File: src/bba_ram.sv
`timescale 1ns / 1ps
// ----------------------------------------------------------------------------
// bba_ram
// generic single-port ram with registered read
// ----------------------------------------------------------------------------
module bba_ram #(
    parameter int W = 8,
    parameter int D = 16
) (
    input  logic                 i_clk,
    input  logic                 i_we,
    input  logic [$clog2(D)-1:0] i_addr,
    input  logic [W-1:0]         i_wdata,
    output logic [W-1:0]         o_rdata
);
    logic [W-1:0] r_mem [D];
    logic [W-1:0] r_rdata;

    always_ff @(posedge i_clk) begin
        if (i_we) begin
            r_mem[i_addr] <= i_wdata;
        end
        r_rdata <= r_mem[i_addr];
    end

    assign o_rdata = r_rdata;
endmodule

File: config.mk
export PLATFORM = sky130hd
export DESIGN_NAME = bba_ram
export DESIGN_NICKNAME = d
export VERILOG_FILES = /design/src/bba_ram.sv
export SDC_FILE = /design/constraint.sdc
export NUM_CORES = 1
export LEC_CHECK = 0
export ABC_AREA = 1
export ABC_CLOCK_PERIOD_IN_PS = 3300
export BUFFER_PORTS_ARGS = -buffer_cell sky130_fd_sc_hd__buf_2
export CAP_MARGIN = 25
export CELL_PAD_IN_SITES_DETAIL_PLACEMENT = 2
export CELL_PAD_IN_SITES_GLOBAL_PLACEMENT = 2
export CORE_MARGIN = 2
export CORE_UTILIZATION = 31
export DETAILED_ROUTE_END_ITERATION = 16
export HOLD_SLACK_MARGIN = 0.12
export PLACE_DENSITY = 0.72
export SKIP_LAST_GASP = 1
export SYNTH_ARGS = -nofsm -noshare
export SYNTH_HDL_FRONTEND = slang
export SYNTH_SLANG_ARGS = --single-unit
File: constraint.sdc
create_clock -name i_clk -period 3.3 [get_ports i_clk]
set_input_delay 0.33 -clock i_clk [delete_from_list [all_inputs] [get_ports i_clk]]
set_output_delay 0.33 -clock i_clk [all_outputs]
set_load 0.05 [all_outputs]
==> impl_results.md <==
- Status: completed
- Most frequent cells in the layout: nand2_1, edfxtp_1, inv_1, buf_2, nor2_1
- Distinct cells, synth: 11
- Cts bufs inserted: 17
- Worst Path Max Fanout: 29
- Seq/Total Area, Yosys: 71.6%
- Post-CTS Resized: 0
- Total GRT Usage: 16.9%
- CP arrival: 2.01 ns
- Hold EP: r_mem[4][1]
- Final wirelength: 15300 µm
- Synth Cell Area: 0.00559 mm²
- R2R depth: 8
- Nets@finish: 585
- Fmax: 0.509 GHz
- Synth Instances: 548
- WS Path Type: in -> reg
- GRT Max-Usage Layer: met2
- MaxCap Viol Count: 0
- Avg Vias per Cell: 4.61
- Root Buffer Master: clkbuf_16
- Yosys warns: 0
- Unrepaired setup endpoints after global routing: no
- Pre-antenna DRT Iters: 4
- Worst setup EP type: flop
- Slowest cell on crit path: nor2_1
- Crit path depth: 4
- Die X: 138 µm
- Total grt overflow: 0
- Met3 Use GR: 3.05%
- Worst VDD drop: 0.357 mV
- CTS tree: done
- HP Start: i_wdata[1]
- GRT met2 Usage: 27.8%
- Commonest non-fill, non-tap cell in the layout: nand2_1
- Design area: 0.00650 mm²
- Worst Hold Depth: 1
- Slew margin rel.: 42.0%
- Worst-path clk slew: 0.06 ns
- Startpoint types: input port
- Fraction of layout instances using a drive strength above 1: 9.42%
- Overall power: 4170 µW
- RD Place Congestion: 0.760
- Cell accounting for the most synthesized area: edfxtp_1
- Die height: 138 µm
- Net count after synthesis: 562
- Area post-placement: 0.00590 mm²
- Pleak: 0.00275 µW
- Final setup TNS: 0 ns
- First-pass GRT wire length: 24200 µm
- Top cell type's share of synthesized area: 68.7%
- Hold Crit Class: in -> reg
- I/O Pins: 22
- R2r setup slk: 2.23 ns
- Cell count after placement: 781
- Clock Skews: 0.00860 ns
- Pin count of the biggest net entering global routing: 57
- CP bufs+invs: 2
- Worst Tran Pin Value: 0.867 ns
- Met1 Use GR: 22.6%
- Area delta synth->final: 16.3%
- # diodes: 0
- Delay of the slowest critical-path stage: 0.69 ns
- Row count: 49
- Core Region: 0.0178 mm²
- Residual DRC: 0
- Slew Viols, Final: 0
- Min Tclk post-route: 1.96 ns
- Worst-Skew Late Latency: 0.42 ns
- Maximum clock path buffer count: 2
- Vias in the first global route: 4176
- Crit share post-route: 59.5%
- Synthesis-stage register bit count: 136
- Reg-to-Reg Start: r_mem[6][6]
- Syn Area/Cell: 10.2 µm²
- ANT nets after route: 0
- Hpwl dp: 9930 µm
- Number of buffers added on ports: 21
- Postcts setup bufs: 0
- First-iteration detailed-routing DRC count: 227
- Top delay family on crit path: simple AND/OR/NAND/NOR gates
- Area of the die: 0.0191 mm²
- Initial antenna violation count: 0
- Worst r2r dst: o_rdata[6]
- Routed length per instance: 18.9 µm
- Sequence of cells on the critical path: buf_2, inv_2, nand3_1, nor2_1
- Critical Path RT: 3.34 ns
- Initial Utilization: 31.3%
- Synth top area cells: edfxtp_1, nand2_1, dfxtp_1
- Finished Layout Cells: 813
- Final number of setup-violating endpoints: 0
- H-tree depth: 4
- Hold-fix buffers at CTS: 0
- Vias: 3744
- Hold Fails Final Rpt: 0
- Clock sink count: 136
- PwrDens: 641 mW/mm²
==> cell families after synthesis <==
logic type / count (synthesis) / synth area share, %
DFF: 136 / 71.6
and+or+nand+nor: 368 / 24.8
buffers and inverters: 44 / 3.62
==> worst reg2reg max path, cell delays in order (launching register included) <==
cell and delay [ns]:
edfxtp_1 0.37, nand2_1 0.09, nand2_1 0.08, nand2_1 0.08, nand2_1 0.08, nand2_1 0.09, nand2_1 0.07, inv_1 0.06
nand2_1 0.05
==> layout make-up <==
cell class                      count  area [µm²]
Clock buffer                       22         484
Fill cell                        1900       11300
Multi-Input combinational cell    368        1390
Sequential cell                   136        4000
Inverter                           23        86.3
Tap cell                          229         287
Timing Repair Buffer               25         135
Clock inverter                     10         123
==> power by group <==
part / leakage, µW / switching [µW] / internal [µW]
Clock: 0.000305 / 691 / 1260
Combinational: 0.00122 / 216 / 59.3
Sequential: 0.00122 / 13.8 / 1930
Total: 0.00275 / 921 / 3250
==> sequential cells by signal (all words and copies together), names as in the netlist <==
name	count
r_mem	128
o_rdata	8
==> how the worst max path moves through the flow <==
stage	start	end	slack [ns]
floorplan	i_addr[1]	r_mem[3][0]	1.59
global placement	i_addr[0]	r_mem[8][3]	0.96
detailed placement	i_addr[1]	r_mem[3][6]	0.85
CTS	i_addr[0]	r_mem[8][1]	1.31
global route	i_addr[0]	r_mem[8][1]	1.16
finish	i_addr[0]	r_mem[8][1]	1.34
==> metal layers <==
metal / share of wire [%] / vias up
met2: 49 / 55
met1: 46 / 1873
met5: 0 / -
met4: 1.7 / 0
li1: - / 1797
met3: 3.6 / 19
==> stage by stage <==
stage | util [%] | worst slack, ns | hold WS (ns)
after detailed placement | 33.1 | 0.850 | 0.736
after global routing | 36.5 | 1.16 | 0.356
after CTS | 36.5 | 1.31 | 0.345
after global placement | 33.1 | 0.964 | 0.714
final | 36.5 | 1.34 | 0.348
after floorplan | - | 1.59 | 0.429
==> synth_stat cells, drive strengths merged <==
master,number
nor2,18
nand3,4
edfxtp,128
dfxtp,8
clkbuf,3
inv,22
nand2,346
buf,18
clkinv,1
No activity file was read; power rests on OpenSTA's default activity.
