===== src/bba_pkg.sv =====
`timescale 1ns / 1ps
// ----------------------------------------------------------------------------
// bba_pkg
// shared sizes, configuration struct and null marker for the buddy allocator
// ----------------------------------------------------------------------------
package bba_pkg;

    localparam int UNITS  = 1024;
    localparam int LEVELS = 11;
    localparam int OW     = $clog2(UNITS);
    localparam int NW     = OW + 1;
    localparam int LW     = 4;
    localparam int HALF   = UNITS / 2;
    localparam int PDEPTH = LEVELS * HALF;
    localparam int AW     = $clog2(PDEPTH);
    localparam int LVW    = $clog2(LEVELS);
    localparam int PL_W   = 11;
    localparam int CFG_AW = 3;
    localparam int DW     = 32;

    localparam logic [NW-1:0] NIL = NW'(UNITS);

    // effective configuration, clamped to the store sizes
    typedef struct packed {
        logic [NW-1:0] pool;
        logic [LW-1:0] top;
    } t_cfg;

endpackage


===== src/bba_cfg.sv =====
`timescale 1ns / 1ps
// ----------------------------------------------------------------------------
// bba_cfg
// apb register file: pool size and top level, with clamped copies
// ----------------------------------------------------------------------------
module bba_cfg (
    input  logic                      i_clk,
    input  logic                      i_rst_n,
    input  logic                      psel,
    input  logic                      penable,
    input  logic                      pwrite,
    input  logic [bba_pkg::CFG_AW-1:0] paddr,
    input  logic [bba_pkg::DW-1:0]    pwdata,
    output logic [bba_pkg::DW-1:0]    prdata,
    output logic                      pready,
    output bba_pkg::t_cfg             o_cfg
);
    import bba_pkg::*;

    localparam logic R_POOL = 1'b0;

    logic [PL_W-1:0] r_pool_units;
    logic [LW-1:0]   r_top_level;
    logic            wr;

    assign wr     = psel && penable && pwrite;
    assign pready = 1'b1;

    always_ff @(posedge i_clk) begin
        if (!i_rst_n) begin
            r_pool_units <= PL_W'(UNITS);
            r_top_level  <= LW'(LEVELS - 1);
        end else if (wr) begin
            if (paddr[2] == R_POOL) begin
                r_pool_units <= pwdata[PL_W-1:0];
            end else begin
                r_top_level <= pwdata[LW-1:0];
            end
        end
    end

    assign prdata = (paddr[2] == R_POOL) ? DW'(r_pool_units) : DW'(r_top_level);

    // clamp out-of-range values
    assign o_cfg.pool = (r_pool_units > PL_W'(UNITS)) ? NW'(UNITS) : NW'(r_pool_units);
    assign o_cfg.top  = (r_top_level > LW'(LEVELS - 1)) ? LW'(LEVELS - 1) : r_top_level;
endmodule


===== config.mk =====
export PLATFORM = sky130hd
export DESIGN_NAME = bba_cfg
export DESIGN_NICKNAME = d
export VERILOG_FILES = /design/src/bba_pkg.sv /design/src/bba_cfg.sv
export SDC_FILE = /design/constraint.sdc
export NUM_CORES = 1
export LEC_CHECK = 0
export ABC_AREA = 0
export BUFFER_PORTS_ARGS = -buffer_cell sky130_fd_sc_hd__buf_2
export CELL_PAD_IN_SITES_DETAIL_PLACEMENT = 0
export CELL_PAD_IN_SITES_GLOBAL_PLACEMENT = 1
export CORE_ASPECT_RATIO = 0.75
export CORE_UTILIZATION = 26
export DETAILED_ROUTE_END_ITERATION = 10
export GPL_TIMING_DRIVEN = 0
export PLACE_DENSITY_LB_ADDON = 0.1
export SYNTH_ARGS = -nofsm -noshare
export SYNTH_HDL_FRONTEND = slang
export SYNTH_SLANG_ARGS = --single-unit

===== constraint.sdc =====
create_clock -name i_clk -period 2.8 [get_ports i_clk]
set_clock_uncertainty 0.1 [all_clocks]
set_input_delay 0.56 -clock i_clk [delete_from_list [all_inputs] [get_ports i_clk]]
set_output_delay 0.56 -clock i_clk [all_outputs]
set_load 0.01 [all_outputs]

==> impl_metrics.ini <==
[run_status]
status = completed

[place]
dp_hpwl_mm = 1.79
io_buffers = 41
dp.cells = 231
gp_congestion = 0.703

[power_and_ir_drop]
ir_drop_uv = 217
p_leak_nw = 0.689
power_density_mw_per_mm2 = 352
power.share.sequential_pct = 45.3
comb_power_share_pct = 19.2
swShare_pct = 25.0
internal_power_mw = 0.367
p_sw_mw = 0.123
p_clk_share_pct = 35.5

[sta]
finalSetupViolCount = 0
period_needed_ns = 2.11
setup_tns_ns = 0
min_period_over_period_pct = 75.2
grt_setup_unrepaired = no
fmaxAchievable_mhz = 475
drv_slew = 0
hold_viol = 0

[finish]
finalNonFillerCells = 235
antenna_cells = 0
final_common_cell = buf_2
layout_common_cells = buf_2 (45), nor2b_1 (24), nand2_1 (22), buf_4 (22), conb_1 (22)
area_delta_synth_final_pct = 39.1
nNetsFinal = 224
layout-drive-gt1-share_pct = 42.1

[clocking]
cts-resized-gates = 0
clk_latency_ns = 0.24
path_clk_slew_ns = 0.06
post_cts_buffers = 0
holdBufCountCts = 0
root_buffer = clkbuf_8
cts_buffers = 3
cts_tree = built
clkSinkCount = 15
htree_levels = 1
cts_max_path_buffers = 2

[logic_synthesis]
postSynthAreaPerCell_um2 = 8.46
synth_top_family_by_area = simple AND/OR/NAND/NOR gates
synth_adder_area_share_pct = 0
syn_inst = 118
synth-compound-area-share_pct = 1.25
seq_area_frac_synth_pct = 30.1
ys_seq_elements = 15
yosys.area_share.simple_pct = 26.2
synth.area.mux_share_pct = 19.5
yosys_warnings = 0
ys_types = 16
synth_area_um2 = 998
synth_xor_area_share_pct = 0

[global_routing]
antenna_found_initial = 0
grt_pass1_wl_mm = 3.50
grt_pass1_vias = 754
grt_max_degree = 11
gr-total-overflow = 0
grtUsageTotal_pct = 11.3

[drt]
drt_iter0_markers = 44
vias = 850
drtPass1Iterations = 4
ant_nets = 0
remaining_drc_errors = 0
drt-total-wl_mm = 2.30
wire_per_inst_um = 9.78
viasPerCell = 3.62

[hold_path]
hold_class = reg -> reg
whs_path_depth = 2

[die]
fp.coreArea_mm2 = 0.00366
die_h_um = 55.7
num_rows = 19
start_util_pct = 27.3
die_w_um = 73.6
die_area_mm2 = 0.00409
pin_count = 88

[worst_setup_path]
cp.required_ns = 2.14
worst_ep_arrival_time_ns = 1.45
reg2reg_depth = 2
path_max_fanout = 10
worstSetupPathType = in -> out
start_kind = input port
endpoint_kind = output port

[job]
maxCapViolations = 0
[logic make-up (layout without fill, tap and decap cells)]
| family | count (synthesis) | count (layout) |
|---|---|---|
| flops | 15 | 15 |
| compound gates | 2 | 2 |
| other cells | 2 | 22 |
| simple gates | 49 | 49 |
| buf+inv | 31 | 76 |
| mux | 19 | 19 |
[path summary, 6_finish.rpt]
path	startpoint	end	slack, ns
max	paddr[2]	prdata[1]	0.69
min	r_pool_units[6]	r_pool_units[6]	0.37
max reg2reg	r_top_level[3]	r_top_level[3]	2.05
min reg2reg	r_pool_units[6]	r_pool_units[6]	0.37
[layout make-up]
class                   count  area [um2]
fillers                   407        2270
clock buffers               4        45.0
flip-flops and latches     15         300
well taps                  52        65.1
plain buffers              31         221
multi-input cells          92         552
repair buffers             41         205
[sequential cells by signal, summed over array words and instances (netlist names)]
| signal | cells |
|---|---|
| r_top_level | 4 |
| r_pool_units | 11 |
[through the flow]
stage,cell area (um2),power (mW),hold WS (ns),util [%],setup slack [ns]
2_1_floorplan,1070,0.295,0.339,-,1.04
3_5_place_dp,1340,0.320,0.363,36.7,0.678
6_report,1390,0.490,0.367,37.9,0.694
3_3_place_gp,1340,0.319,0.347,36.7,0.699
5_1_grt,1390,0.520,0.388,37.9,0.638
4_1_cts,1390,0.495,0.371,37.9,0.679
[power by group through the flow]
stage	registers, mW	logic, mW	clock network (mW)
detailed placement	0.227	0.0939	0
finish	0.222	0.0938	0.174
global placement	0.226	0.0932	0
floorplan	0.225	0.0693	0
global route	0.222	0.104	0.194
CTS	0.222	0.0941	0.179
[synthesized netlist by cell type, drive strengths merged]
master	instances	share of area, %
a21o	1	0.75
and2	1	0.63
and4	1	0.88
and4b	1	1.4
buf	27	21
clkbuf	4	1.6
conb	2	0.75
dfxtp	15	30
mux2	4	4.5
mux2i	15	15
nand2	22	8.3
nor2b	24	15
o21ai	1	0.50
[critical path, cell delays in order]
cell	delay, ns
buf_2	0.11
buf_2	0.26
mux2_2	0.38
buf_2	0.14
[metal layers]
metal  GRT usage, %  wire, um
met4           1.65         4
met5              0         0
met2           15.1       961
met1           17.2      1170
met3           4.53       162
(Power assumes the default switching activity.)
